$ cat src/rtl/core/sse_pkg.sv
// Sorted set engine package: command and status codes, result struct, sequencer states.
// No dependencies; every other file of the block imports it.
package sse_pkg;

   localparam int VALUE_W = 32;
   localparam int COUNT_W = 7;

   localparam logic [1:0] CMD_INSERT = 2'd0;
   localparam logic [1:0] CMD_REMOVE = 2'd1;
   localparam logic [1:0] CMD_SEARCH = 2'd2;

   localparam logic [1:0] ST_OK       = 2'd0;
   localparam logic [1:0] ST_DUP      = 2'd1;
   localparam logic [1:0] ST_NOTFOUND = 2'd2;
   localparam logic [1:0] ST_FULL     = 2'd3;

   typedef struct packed {
      logic [1:0]         status;
      logic               found;
      logic               empty_res;
      logic [COUNT_W-1:0] entry_count;
   } sse_result_type;

   typedef enum logic [2:0] {
      S_IDLE,
      S_SCAN,
      S_DECIDE,
      S_MOVE,
      S_PUT,
      S_DONE
   } state_type;

endpackage

$ cat src/rtl/core/sse_if.sv
// Valid/ready channel interfaces for the request and response items.
// Depends on sse_pkg for field widths.
interface sse_req_if import sse_pkg::*; ();
   logic                      valid;
   logic                      ready;
   logic [1:0]                cmd;
   logic signed [VALUE_W-1:0] value;

   modport source (output valid, output cmd, output value, input ready);
   modport sink   (input valid, input cmd, input value, output ready);
endinterface

interface sse_rsp_if import sse_pkg::*; ();
   logic               valid;
   logic               ready;
   logic [1:0]         status;
   logic               found;
   logic               empty_res;
   logic [COUNT_W-1:0] entry_count;

   modport source (output valid, output status, output found, output empty_res,
                   output entry_count, input ready);
   modport sink   (input valid, input status, input found, input empty_res,
                   input entry_count, output ready);
endinterface

$ cat src/rtl/core/sse_mem.sv
// Value store: one write port, one read port, registered read data.
// Depends on sse_pkg for the value width.
module sse_mem import sse_pkg::*; #(
   parameter int DEPTH = 64,
   parameter int AW    = 6
) (
   input  logic                      clock,
   input  logic                      we,
   input  logic [AW-1:0]             waddr,
   input  logic signed [VALUE_W-1:0] wdata,
   input  logic [AW-1:0]             raddr,
   output logic signed [VALUE_W-1:0] rdata
);

   logic signed [VALUE_W-1:0] mem [DEPTH];
   logic signed [VALUE_W-1:0] rdata_ff;

   always_ff @(posedge clock) begin
      if (we) begin
         mem[waddr] <= wdata;
      end
      rdata_ff <= mem[raddr];
   end

   assign rdata = rdata_ff;

endmodule

$ cat src/rtl/core/sse_ctrl.sv
// Sequencer: scans the store for the lower bound, then shifts entries to
// insert or remove. Depends on sse_pkg; drives the ports of sse_mem.
module sse_ctrl import sse_pkg::*; #(
   parameter int CAPACITY = 64,
   parameter int AW       = 6,
   parameter int CW       = 7
) (
   input  logic                      clock,
   input  logic                      reset,
   input  logic                      req_valid,
   input  logic [1:0]                req_cmd,
   input  logic signed [VALUE_W-1:0] req_value,
   output logic                      req_ready,
   output sse_result_type            res,
   output logic                      res_valid,
   input  logic                      slot_free,
   output logic                      mem_we,
   output logic [AW-1:0]             mem_waddr,
   output logic signed [VALUE_W-1:0] mem_wdata,
   output logic [AW-1:0]             mem_raddr,
   input  logic signed [VALUE_W-1:0] mem_rdata
);

   localparam logic [CW-1:0] CAP_C = CW'(CAPACITY);
   localparam logic [CW-1:0] ONE_C = CW'(1);

   state_type                 state_ff, state_in;
   logic [1:0]                cmd_ff, cmd_in;
   logic signed [VALUE_W-1:0] value_ff, value_in;
   logic [CW-1:0]             count_ff, count_in;
   logic [CW-1:0]             scan_ff, scan_in;
   logic                      pend_ff, pend_in;
   logic [CW-1:0]             pos_ff, pos_in;
   logic                      found_ff, found_in;
   logic [CW-1:0]             left_ff, left_in;
   logic [AW-1:0]             rd_ff, rd_in;
   logic [AW-1:0]             wa_ff, wa_in;
   logic [1:0]                status_ff, status_in;

   logic hit;
   logic is_ins;

   assign hit    = pend_ff && (mem_rdata >= value_ff);
   assign is_ins = (cmd_ff == CMD_INSERT);

   always_ff @(posedge clock) begin
      if (reset) begin
         state_ff <= S_IDLE;
         count_ff <= '0;
         pend_ff  <= 1'b0;
      end else begin
         state_ff <= state_in;
         count_ff <= count_in;
         pend_ff  <= pend_in;
      end
      cmd_ff    <= cmd_in;
      value_ff  <= value_in;
      scan_ff   <= scan_in;
      pos_ff    <= pos_in;
      found_ff  <= found_in;
      left_ff   <= left_in;
      rd_ff     <= rd_in;
      wa_ff     <= wa_in;
      status_ff <= status_in;
   end

   // next state
   always_comb begin
      state_in = state_ff;
      case (state_ff)
         S_IDLE:   if (req_valid) state_in = S_SCAN;
         S_SCAN:   if (hit || scan_ff == count_ff) state_in = S_DECIDE;
         S_DECIDE: begin
            if (is_ins && !found_ff && count_ff < CAP_C) begin
               state_in = S_MOVE;
            end else if (cmd_ff == CMD_REMOVE && found_ff) begin
               state_in = S_MOVE;
            end else begin
               state_in = S_DONE;
            end
         end
         S_MOVE:   if (left_ff == '0 && !pend_ff) state_in = is_ins ? S_PUT : S_DONE;
         S_PUT:    state_in = S_DONE;
         S_DONE:   if (slot_free) state_in = S_IDLE;
         default:  state_in = S_IDLE;
      endcase
   end

   // datapath registers
   always_comb begin
      cmd_in    = cmd_ff;
      value_in  = value_ff;
      count_in  = count_ff;
      scan_in   = scan_ff;
      pend_in   = pend_ff;
      pos_in    = pos_ff;
      found_in  = found_ff;
      left_in   = left_ff;
      rd_in     = rd_ff;
      wa_in     = wa_ff;
      status_in = status_ff;
      case (state_ff)
         S_IDLE: begin
            cmd_in   = req_cmd;
            value_in = req_value;
            scan_in  = '0;
            pend_in  = 1'b0;
         end
         S_SCAN: begin
            if (hit) begin
               pos_in   = scan_ff - ONE_C;
               found_in = (mem_rdata == value_ff);
               pend_in  = 1'b0;
            end else if (scan_ff == count_ff) begin
               pos_in   = count_ff;
               found_in = 1'b0;
               pend_in  = 1'b0;
            end else begin
               scan_in = scan_ff + ONE_C;
               pend_in = 1'b1;
            end
         end
         S_DECIDE: begin
            pend_in = 1'b0;
            if (is_ins) begin
               if (found_ff) begin
                  status_in = ST_DUP;
               end else if (count_ff >= CAP_C) begin
                  status_in = ST_FULL;
               end else begin
                  status_in = ST_OK;
                  left_in   = count_ff - pos_ff;
                  rd_in     = AW'(count_ff - ONE_C);
               end
            end else if (cmd_ff == CMD_REMOVE) begin
               if (found_ff) begin
                  status_in = ST_OK;
                  left_in   = count_ff - pos_ff - ONE_C;
                  rd_in     = AW'(pos_ff + ONE_C);
               end else begin
                  status_in = ST_NOTFOUND;
               end
            end else begin
               // search, and the unused code treated as search
               status_in = found_ff ? ST_OK : ST_NOTFOUND;
            end
         end
         S_MOVE: begin
            if (left_ff != '0) begin
               left_in = left_ff - ONE_C;
               pend_in = 1'b1;
               rd_in   = is_ins ? rd_ff - AW'(1) : rd_ff + AW'(1);
               wa_in   = is_ins ? rd_ff + AW'(1) : rd_ff - AW'(1);
            end else begin
               pend_in = 1'b0;
               if (!pend_ff && !is_ins) count_in = count_ff - ONE_C;
            end
         end
         S_PUT:   count_in = count_ff + ONE_C;
         S_DONE:  ;
         default: ;
      endcase
   end

   // outputs
   always_comb begin
      req_ready       = 1'b0;
      res_valid       = 1'b0;
      mem_we          = 1'b0;
      mem_waddr       = wa_ff;
      mem_wdata       = mem_rdata;
      mem_raddr       = rd_ff;
      res.status      = status_ff;
      res.found       = found_ff;
      res.empty_res   = (count_ff == '0);
      res.entry_count = COUNT_W'(count_ff);
      case (state_ff)
         S_IDLE:  req_ready = 1'b1;
         S_SCAN:  mem_raddr = AW'(scan_ff);
         S_MOVE:  mem_we = pend_ff;
         S_PUT: begin
            mem_we    = 1'b1;
            mem_waddr = AW'(pos_ff);
            mem_wdata = value_ff;
         end
         S_DONE:  res_valid = slot_free;
         default: ;
      endcase
   end

endmodule

$ cat src/rtl/core/sorted_set_engine_top.sv
// Sorted set engine: set of distinct signed 32-bit values kept ascending in one memory.
// An insert scans for its place, shifts the later entries up and writes the value; a remove
// scans, then shifts the later entries down; a search or a rejected request only scans.
// One item at a time; the next request is taken in the cycle the response turns valid.
// Reset (synchronous, active high) empties the set; the memory itself is never cleared.
// Depends on sse_pkg, sse_if, sse_mem and sse_ctrl.
module sorted_set_engine_top import sse_pkg::*; #(
   parameter int CAPACITY = 64
) (
   input  logic      clock,
   input  logic      reset,
   sse_req_if.sink   req_if,
   sse_rsp_if.source rsp_if
);

   // address and count widths follow the capacity
   localparam int AW = $clog2(CAPACITY);
   localparam int CW = $clog2(CAPACITY + 1);

   logic                      mem_we;
   logic [AW-1:0]             mem_waddr;
   logic signed [VALUE_W-1:0] mem_wdata;
   logic [AW-1:0]             mem_raddr;
   logic signed [VALUE_W-1:0] mem_rdata;

   sse_result_type res;
   logic           res_valid;
   logic           slot_free;

   // output register: holds one finished item so the sequencer can start the next
   sse_result_type rsp_ff, rsp_in;
   logic           rsp_valid_ff, rsp_valid_in;

   sse_mem #(
      .DEPTH (CAPACITY),
      .AW    (AW)
   ) u_mem (
      .clock (clock),
      .we    (mem_we),
      .waddr (mem_waddr),
      .wdata (mem_wdata),
      .raddr (mem_raddr),
      .rdata (mem_rdata)
   );

   // scan for the first entry not below the value, then shift up (insert)
   // or down (remove) one entry per cycle, each written from the registered read data
   sse_ctrl #(
      .CAPACITY (CAPACITY),
      .AW       (AW),
      .CW       (CW)
   ) u_ctrl (
      .clock     (clock),
      .reset     (reset),
      .req_valid (req_if.valid),
      .req_cmd   (req_if.cmd),
      .req_value (req_if.value),
      .req_ready (req_if.ready),
      .res       (res),
      .res_valid (res_valid),
      .slot_free (slot_free),
      .mem_we    (mem_we),
      .mem_waddr (mem_waddr),
      .mem_wdata (mem_wdata),
      .mem_raddr (mem_raddr),
      .mem_rdata (mem_rdata)
   );

   // slot frees up in the same cycle the waiting item is taken
   assign slot_free = !rsp_valid_ff || rsp_if.ready;

   always_comb begin
      rsp_in       = rsp_ff;
      rsp_valid_in = rsp_valid_ff;
      if (res_valid) begin
         rsp_in       = res;
         rsp_valid_in = 1'b1;
      end else if (rsp_if.ready) begin
         rsp_valid_in = 1'b0;
      end
   end

   always_ff @(posedge clock) begin
      if (reset) begin
         rsp_valid_ff <= 1'b0;
      end else begin
         rsp_valid_ff <= rsp_valid_in;
      end
      rsp_ff <= rsp_in;
   end

   assign rsp_if.valid       = rsp_valid_ff;
   assign rsp_if.status      = rsp_ff.status;
   assign rsp_if.found       = rsp_ff.found;
   assign rsp_if.empty_res   = rsp_ff.empty_res;
   assign rsp_if.entry_count = rsp_ff.entry_count;

`ifndef SYNTHESIS
   // a finished item never overwrites one still waiting
   a_no_overwrite: assert property (@(posedge clock) disable iff (reset)
      res_valid |-> slot_free)
      else $error("result handed over while output slot busy");

   a_empty_count: assert property (@(posedge clock) disable iff (reset)
      rsp_if.valid && rsp_if.empty_res |-> rsp_if.entry_count == '0)
      else $error("empty flag with nonzero count");

   a_dup_found: assert property (@(posedge clock) disable iff (reset)
      rsp_if.valid && rsp_if.status == ST_DUP |-> rsp_if.found)
      else $error("duplicate without found");

   a_full_count: assert property (@(posedge clock) disable iff (reset)
      rsp_if.valid && rsp_if.status == ST_FULL
         |-> rsp_if.entry_count == COUNT_W'(CAPACITY) && !rsp_if.found)
      else $error("full status with wrong count");
`endif

endmodule

$ cat src/flat_wrapper.sv
// flat-port wrapper written by rule: the top's interface ports become plain ports
module sorted_set_engine_top_flat import sse_pkg::*;
#(
   parameter int CAPACITY = 64
)
  (clock, reset, req_if_valid, req_if_cmd, req_if_value, req_if_ready, rsp_if_valid, rsp_if_status, rsp_if_found, rsp_if_empty_res, rsp_if_entry_count, rsp_if_ready);
  sse_req_if req_if_i ();
  sse_rsp_if rsp_if_i ();
  input  logic clock;
  input  logic reset;
  input wire logic [$bits(req_if_i.valid)-1:0] req_if_valid;
  input wire logic [$bits(req_if_i.cmd)-1:0] req_if_cmd;
  input wire logic [$bits(req_if_i.value)-1:0] req_if_value;
  output wire logic [$bits(req_if_i.ready)-1:0] req_if_ready;
  output wire logic [$bits(rsp_if_i.valid)-1:0] rsp_if_valid;
  output wire logic [$bits(rsp_if_i.status)-1:0] rsp_if_status;
  output wire logic [$bits(rsp_if_i.found)-1:0] rsp_if_found;
  output wire logic [$bits(rsp_if_i.empty_res)-1:0] rsp_if_empty_res;
  output wire logic [$bits(rsp_if_i.entry_count)-1:0] rsp_if_entry_count;
  input wire logic [$bits(rsp_if_i.ready)-1:0] rsp_if_ready;
  assign req_if_i.valid = req_if_valid;
  assign req_if_i.cmd = req_if_cmd;
  assign req_if_i.value = req_if_value;
  assign req_if_ready = req_if_i.ready;
  assign rsp_if_valid = rsp_if_i.valid;
  assign rsp_if_status = rsp_if_i.status;
  assign rsp_if_found = rsp_if_i.found;
  assign rsp_if_empty_res = rsp_if_i.empty_res;
  assign rsp_if_entry_count = rsp_if_i.entry_count;
  assign rsp_if_i.ready = rsp_if_ready;
  sorted_set_engine_top #(.CAPACITY(CAPACITY)) u_core (.clock(clock), .reset(reset), .req_if(req_if_i), .rsp_if(rsp_if_i));
endmodule
$ cat config.mk
export PLATFORM = sky130hd
export DESIGN_NAME = sorted_set_engine_top_flat
export DESIGN_NICKNAME = d
export VERILOG_FILES = /design/src/rtl/core/sse_pkg.sv /design/src/rtl/core/sse_if.sv /design/src/rtl/core/sse_mem.sv /design/src/rtl/core/sse_ctrl.sv /design/src/rtl/core/sorted_set_engine_top.sv /design/src/flat_wrapper.sv
export SDC_FILE = /design/constraint.sdc
export NUM_CORES = 2
export LEC_CHECK = 0
export ABC_AREA = 1
export ABC_CLOCK_PERIOD_IN_PS = 15600
export BUFFER_PORTS_ARGS = -buffer_cell sky130_fd_sc_hd__buf_2
export CAP_MARGIN = 20
export CORE_UTILIZATION = 25
export DETAILED_ROUTE_END_ITERATION = 8
export PLACE_DENSITY = 0.47
export SYNTH_ARGS = -nofsm -noshare
export SYNTH_HDL_FRONTEND = slang
export SYNTH_HIERARCHICAL = 1
export SYNTH_SLANG_ARGS = --single-unit
$ cat constraint.sdc
create_clock -name clock -period 15.6 [get_ports clock]
set_clock_uncertainty 0.15 [all_clocks]
set_input_delay 0 -clock clock [delete_from_list [all_inputs] [get_ports clock]]
set_output_delay 0 -clock clock [all_outputs]
set_load 0.05 [all_outputs]
==> reports/results.ini <==
[status]
status = completed

[hold_path]
whs_path_depth = 3
hold_path.class = input pin to flip-flop

[setup_path]
critical_path.startpoint = u_core/u_ctrl/state_ff[0]
r2r_cells = 16
r2r-start = u_core/u_ctrl/state_ff[0]
setup.worst_path.class = flip-flop to flip-flop
reg2reg_slack_ns = 9.56
crit_path_end_kind = flip-flop
crit_path_max_fanout = 86
cp-endpoint = u_core/u_mem/rdata[6]
required_ns = 16.26
crit_arrival_ns = 6.70
r2r_end = u_core/u_mem/rdata[6]
start_kind = flip-flop

[power_and_ir_drop]
switching_power_uw = 6310
power_frac_seq = 0.424
p_sw_frac = 0.357
powerDensity_nw_per_um2 = 172
ir_drop_mv = 0.107
clkPwrFrac = 0.292
power_frac_comb = 0.284
p_leak_uw = 0.0355
p_int_uw = 11400

[clocking]
clkTransAtPathRegs_ns = 0.06
clk_path_buf_depth = 4
cts_inserted_buffers = 223
cts-root-buf = clkbuf_16
cts_setup_buffers = 0
insertion_delay_ns = 0.88
htree_levels = 4
cts_tree = done
cts.sinks = 2173

[timing]
hold_viol_final = 0
slew_viol_final = 0
slew_headroom = 0.219
max_freq_mhz = 166
holdWs_ns = 0.251
min_period_ns = 6.04
setup_tns_ns = 0
grt_setup_unrepaired = false
worst_pin_slew_ns = 1.17
period_share = 0.387
setup_viol = 0

[synth]
synth_edf_count = 2129
synthFlopType = edfxtp_1
netlist_area_um2 = 88700
synth-seq-cells = 2173
synth_top_cell_area_share = 0.721
synth.area.top_cells = edfxtp_1 72%, nand3_1 11%, nand2_1 10%
synth_top_area_cell = edfxtp_1
synth-warning-count = 6
syn_area_per_cell_um2 = 11.9
yosysSeqAreaShare = 0.731
syn_inst = 7455
synth_cell_types = 47
syn_nets = 7541
async_reset_ff_frac = 0

[floorplan]
top_level_ports = 51
rows = 218
design.core.area_um2 = 353000
initial_utilization = 0.251
die_x_um = 598
die-area_um2 = 357000
die_h_um = 598

[cells_and_area]
final_cell_mix = 2,387 x nand2_1, 2,129 x edfxtp_1, 1,929 x nand3_1, 225 x clkbuf_16, 153 x buf_4
drive_gt1_frac = 0.0843
postLayoutCellArea_um2 = 103000
fin_nets = 7587
layout_commonest_cell = nand2_1
area_delta_synth_final_pct = 15.6

[global_routing]
antenna_found_initial = 9
grt_pass1_vias = 56000
grt_usage = 0.153
grt_max_degree = 181
grt_pass1_wl_um = 404000
grt_overflow = 0

[detailed_routing]
drtIter0Drc = 5822
viasPerCell = 4.69
wl_per_cell_um = 22.7
dr_total_vias = 58200
wirelength_um = 282000
post-route-drc-count = 0
postRouteAntennaNets = 0
drtPass1Iterations = 5

[placed_design]
place_area_um2 = 94800
gp_congestion = 0.805
place_hpwl_um = 140000
portBuffers = 50

[job]
drv_cap = 0

kinds of logic after synthesis:
kind of cell	after synthesis	synth area share
mux	2	0.000226
buf+inv	591	0.0316
compound gates	140	0.00904
simple gates	4460	0.218
flops	2173	0.731
fa+ha+maj	48	0.00685
xor+xnor	41	0.00405
timing repair:
| action | CTS | global route |
|---|---|---|
| gates resized for setup | 0 | 0 |
| hold buffers | 76 | 0 |
| endpoints found under the hold margin | 57 | 0 |
final cells by class:
class	count	area, µm²
Tap cell	4730	5920
Timing Repair Buffer	289	2370
Inverter	123	503
Sequential cell	2173	64800
Fill cell	35900	250000
Clock inverter	118	992
Antenna cell	10	25.0
Multi-Input combinational cell	4691	22000
Clock buffer	284	5900
sequential cells by signal, summed over array words and instances (netlist names), 3 cells and up:
signal and flops:
u_core/u_ctrl/scan_ff 7, u_core/u_mem/rdata 32, u_core/u_ctrl/pos_ff 7, u_core/u_mem/mem 2048, u_core/u_ctrl/wa_ff 6, u_core/rsp_if.entry_count 7
u_core/u_ctrl/left_ff 7, u_core/u_ctrl/count_ff 7, u_core/u_ctrl/value_ff 32, u_core/u_ctrl/state_ff 3, u_core/u_ctrl/rd_ff 6
routing by layer:
layer  vias up  GRT usage  wire (µm)  share of wire
li1      26500          -          -              -
met1     29400      0.210     125000           0.44
met4         4     0.0450       8350          0.030
met2      1876      0.252     131000           0.47
met5         -          0         28       0.000099
met3       415     0.0204      17200          0.061
worst min path at each step:
stage / start / to
global placement: req_if_value[16] / u_core/u_ctrl/value_ff[16]
detailed placement: req_if_value[21] / u_core/u_ctrl/value_ff[21]
floorplan: reset / u_core/rsp_if.valid
global route: req_if_value[7] / u_core/u_ctrl/value_ff[7]
finish: req_if_value[7] / u_core/u_ctrl/value_ff[7]
CTS: req_if_value[2] / u_core/u_ctrl/value_ff[2]
metrics by stage:
step                instances  utilization  power, µW  worst slack, ns
global placement        11900        0.269      12500             9.62
finish                  12400        0.290      17700             9.56
CTS                     12400        0.290      17800             9.62
global route            12400        0.290      18400             9.26
detailed placement      11900        0.269      12600             9.64
floorplan                7455            -      10600            10.10
worst max-delay path, cell delays in order, from the launching register on:
cell	delay [ns]
dfxtp_1	0.37
inv_2	0.09
nor3_2	0.14
buf_4	0.31
inv_2	0.13
a21oi_4	0.62
buf_4	0.75
buf_4	0.91
buf_4	0.87
nand2_1	0.11
nand3_1	0.12
nand3_1	0.10
nand3_1	0.14
nand3_1	0.31
nand2_1	0.30
nand2_1	0.16
nand2_1	0.18
cell usage after synthesis, types with 32 or more instances:
| master | number |
|---|---|
| a21oi_1 | 42 |
| nand2_1 | 2387 |
| xor2_1 | 32 |
| buf_2 | 284 |
| edfxtp_1 | 2129 |
| o21ai_0 | 66 |
| buf_4 | 46 |
| ha_1 | 47 |
| clkbuf_1 | 89 |
| nor2_1 | 97 |
| dfxtp_1 | 44 |
| inv_1 | 112 |
| nand3_1 | 1929 |
| buf_1 | 43 |
power by group through the flow:
stage / clock [µW] / sequential, µW / combinational (µW)
floorplan: 0 / 7670 / 2900
global placement: 0 / 7610 / 4930
detailed placement: 0 / 7610 / 5000
CTS: 5270 / 7480 / 5030
global route: 5470 / 7490 / 5440
finish: 5160 / 7490 / 5030
(Power assumes the default switching activity.)
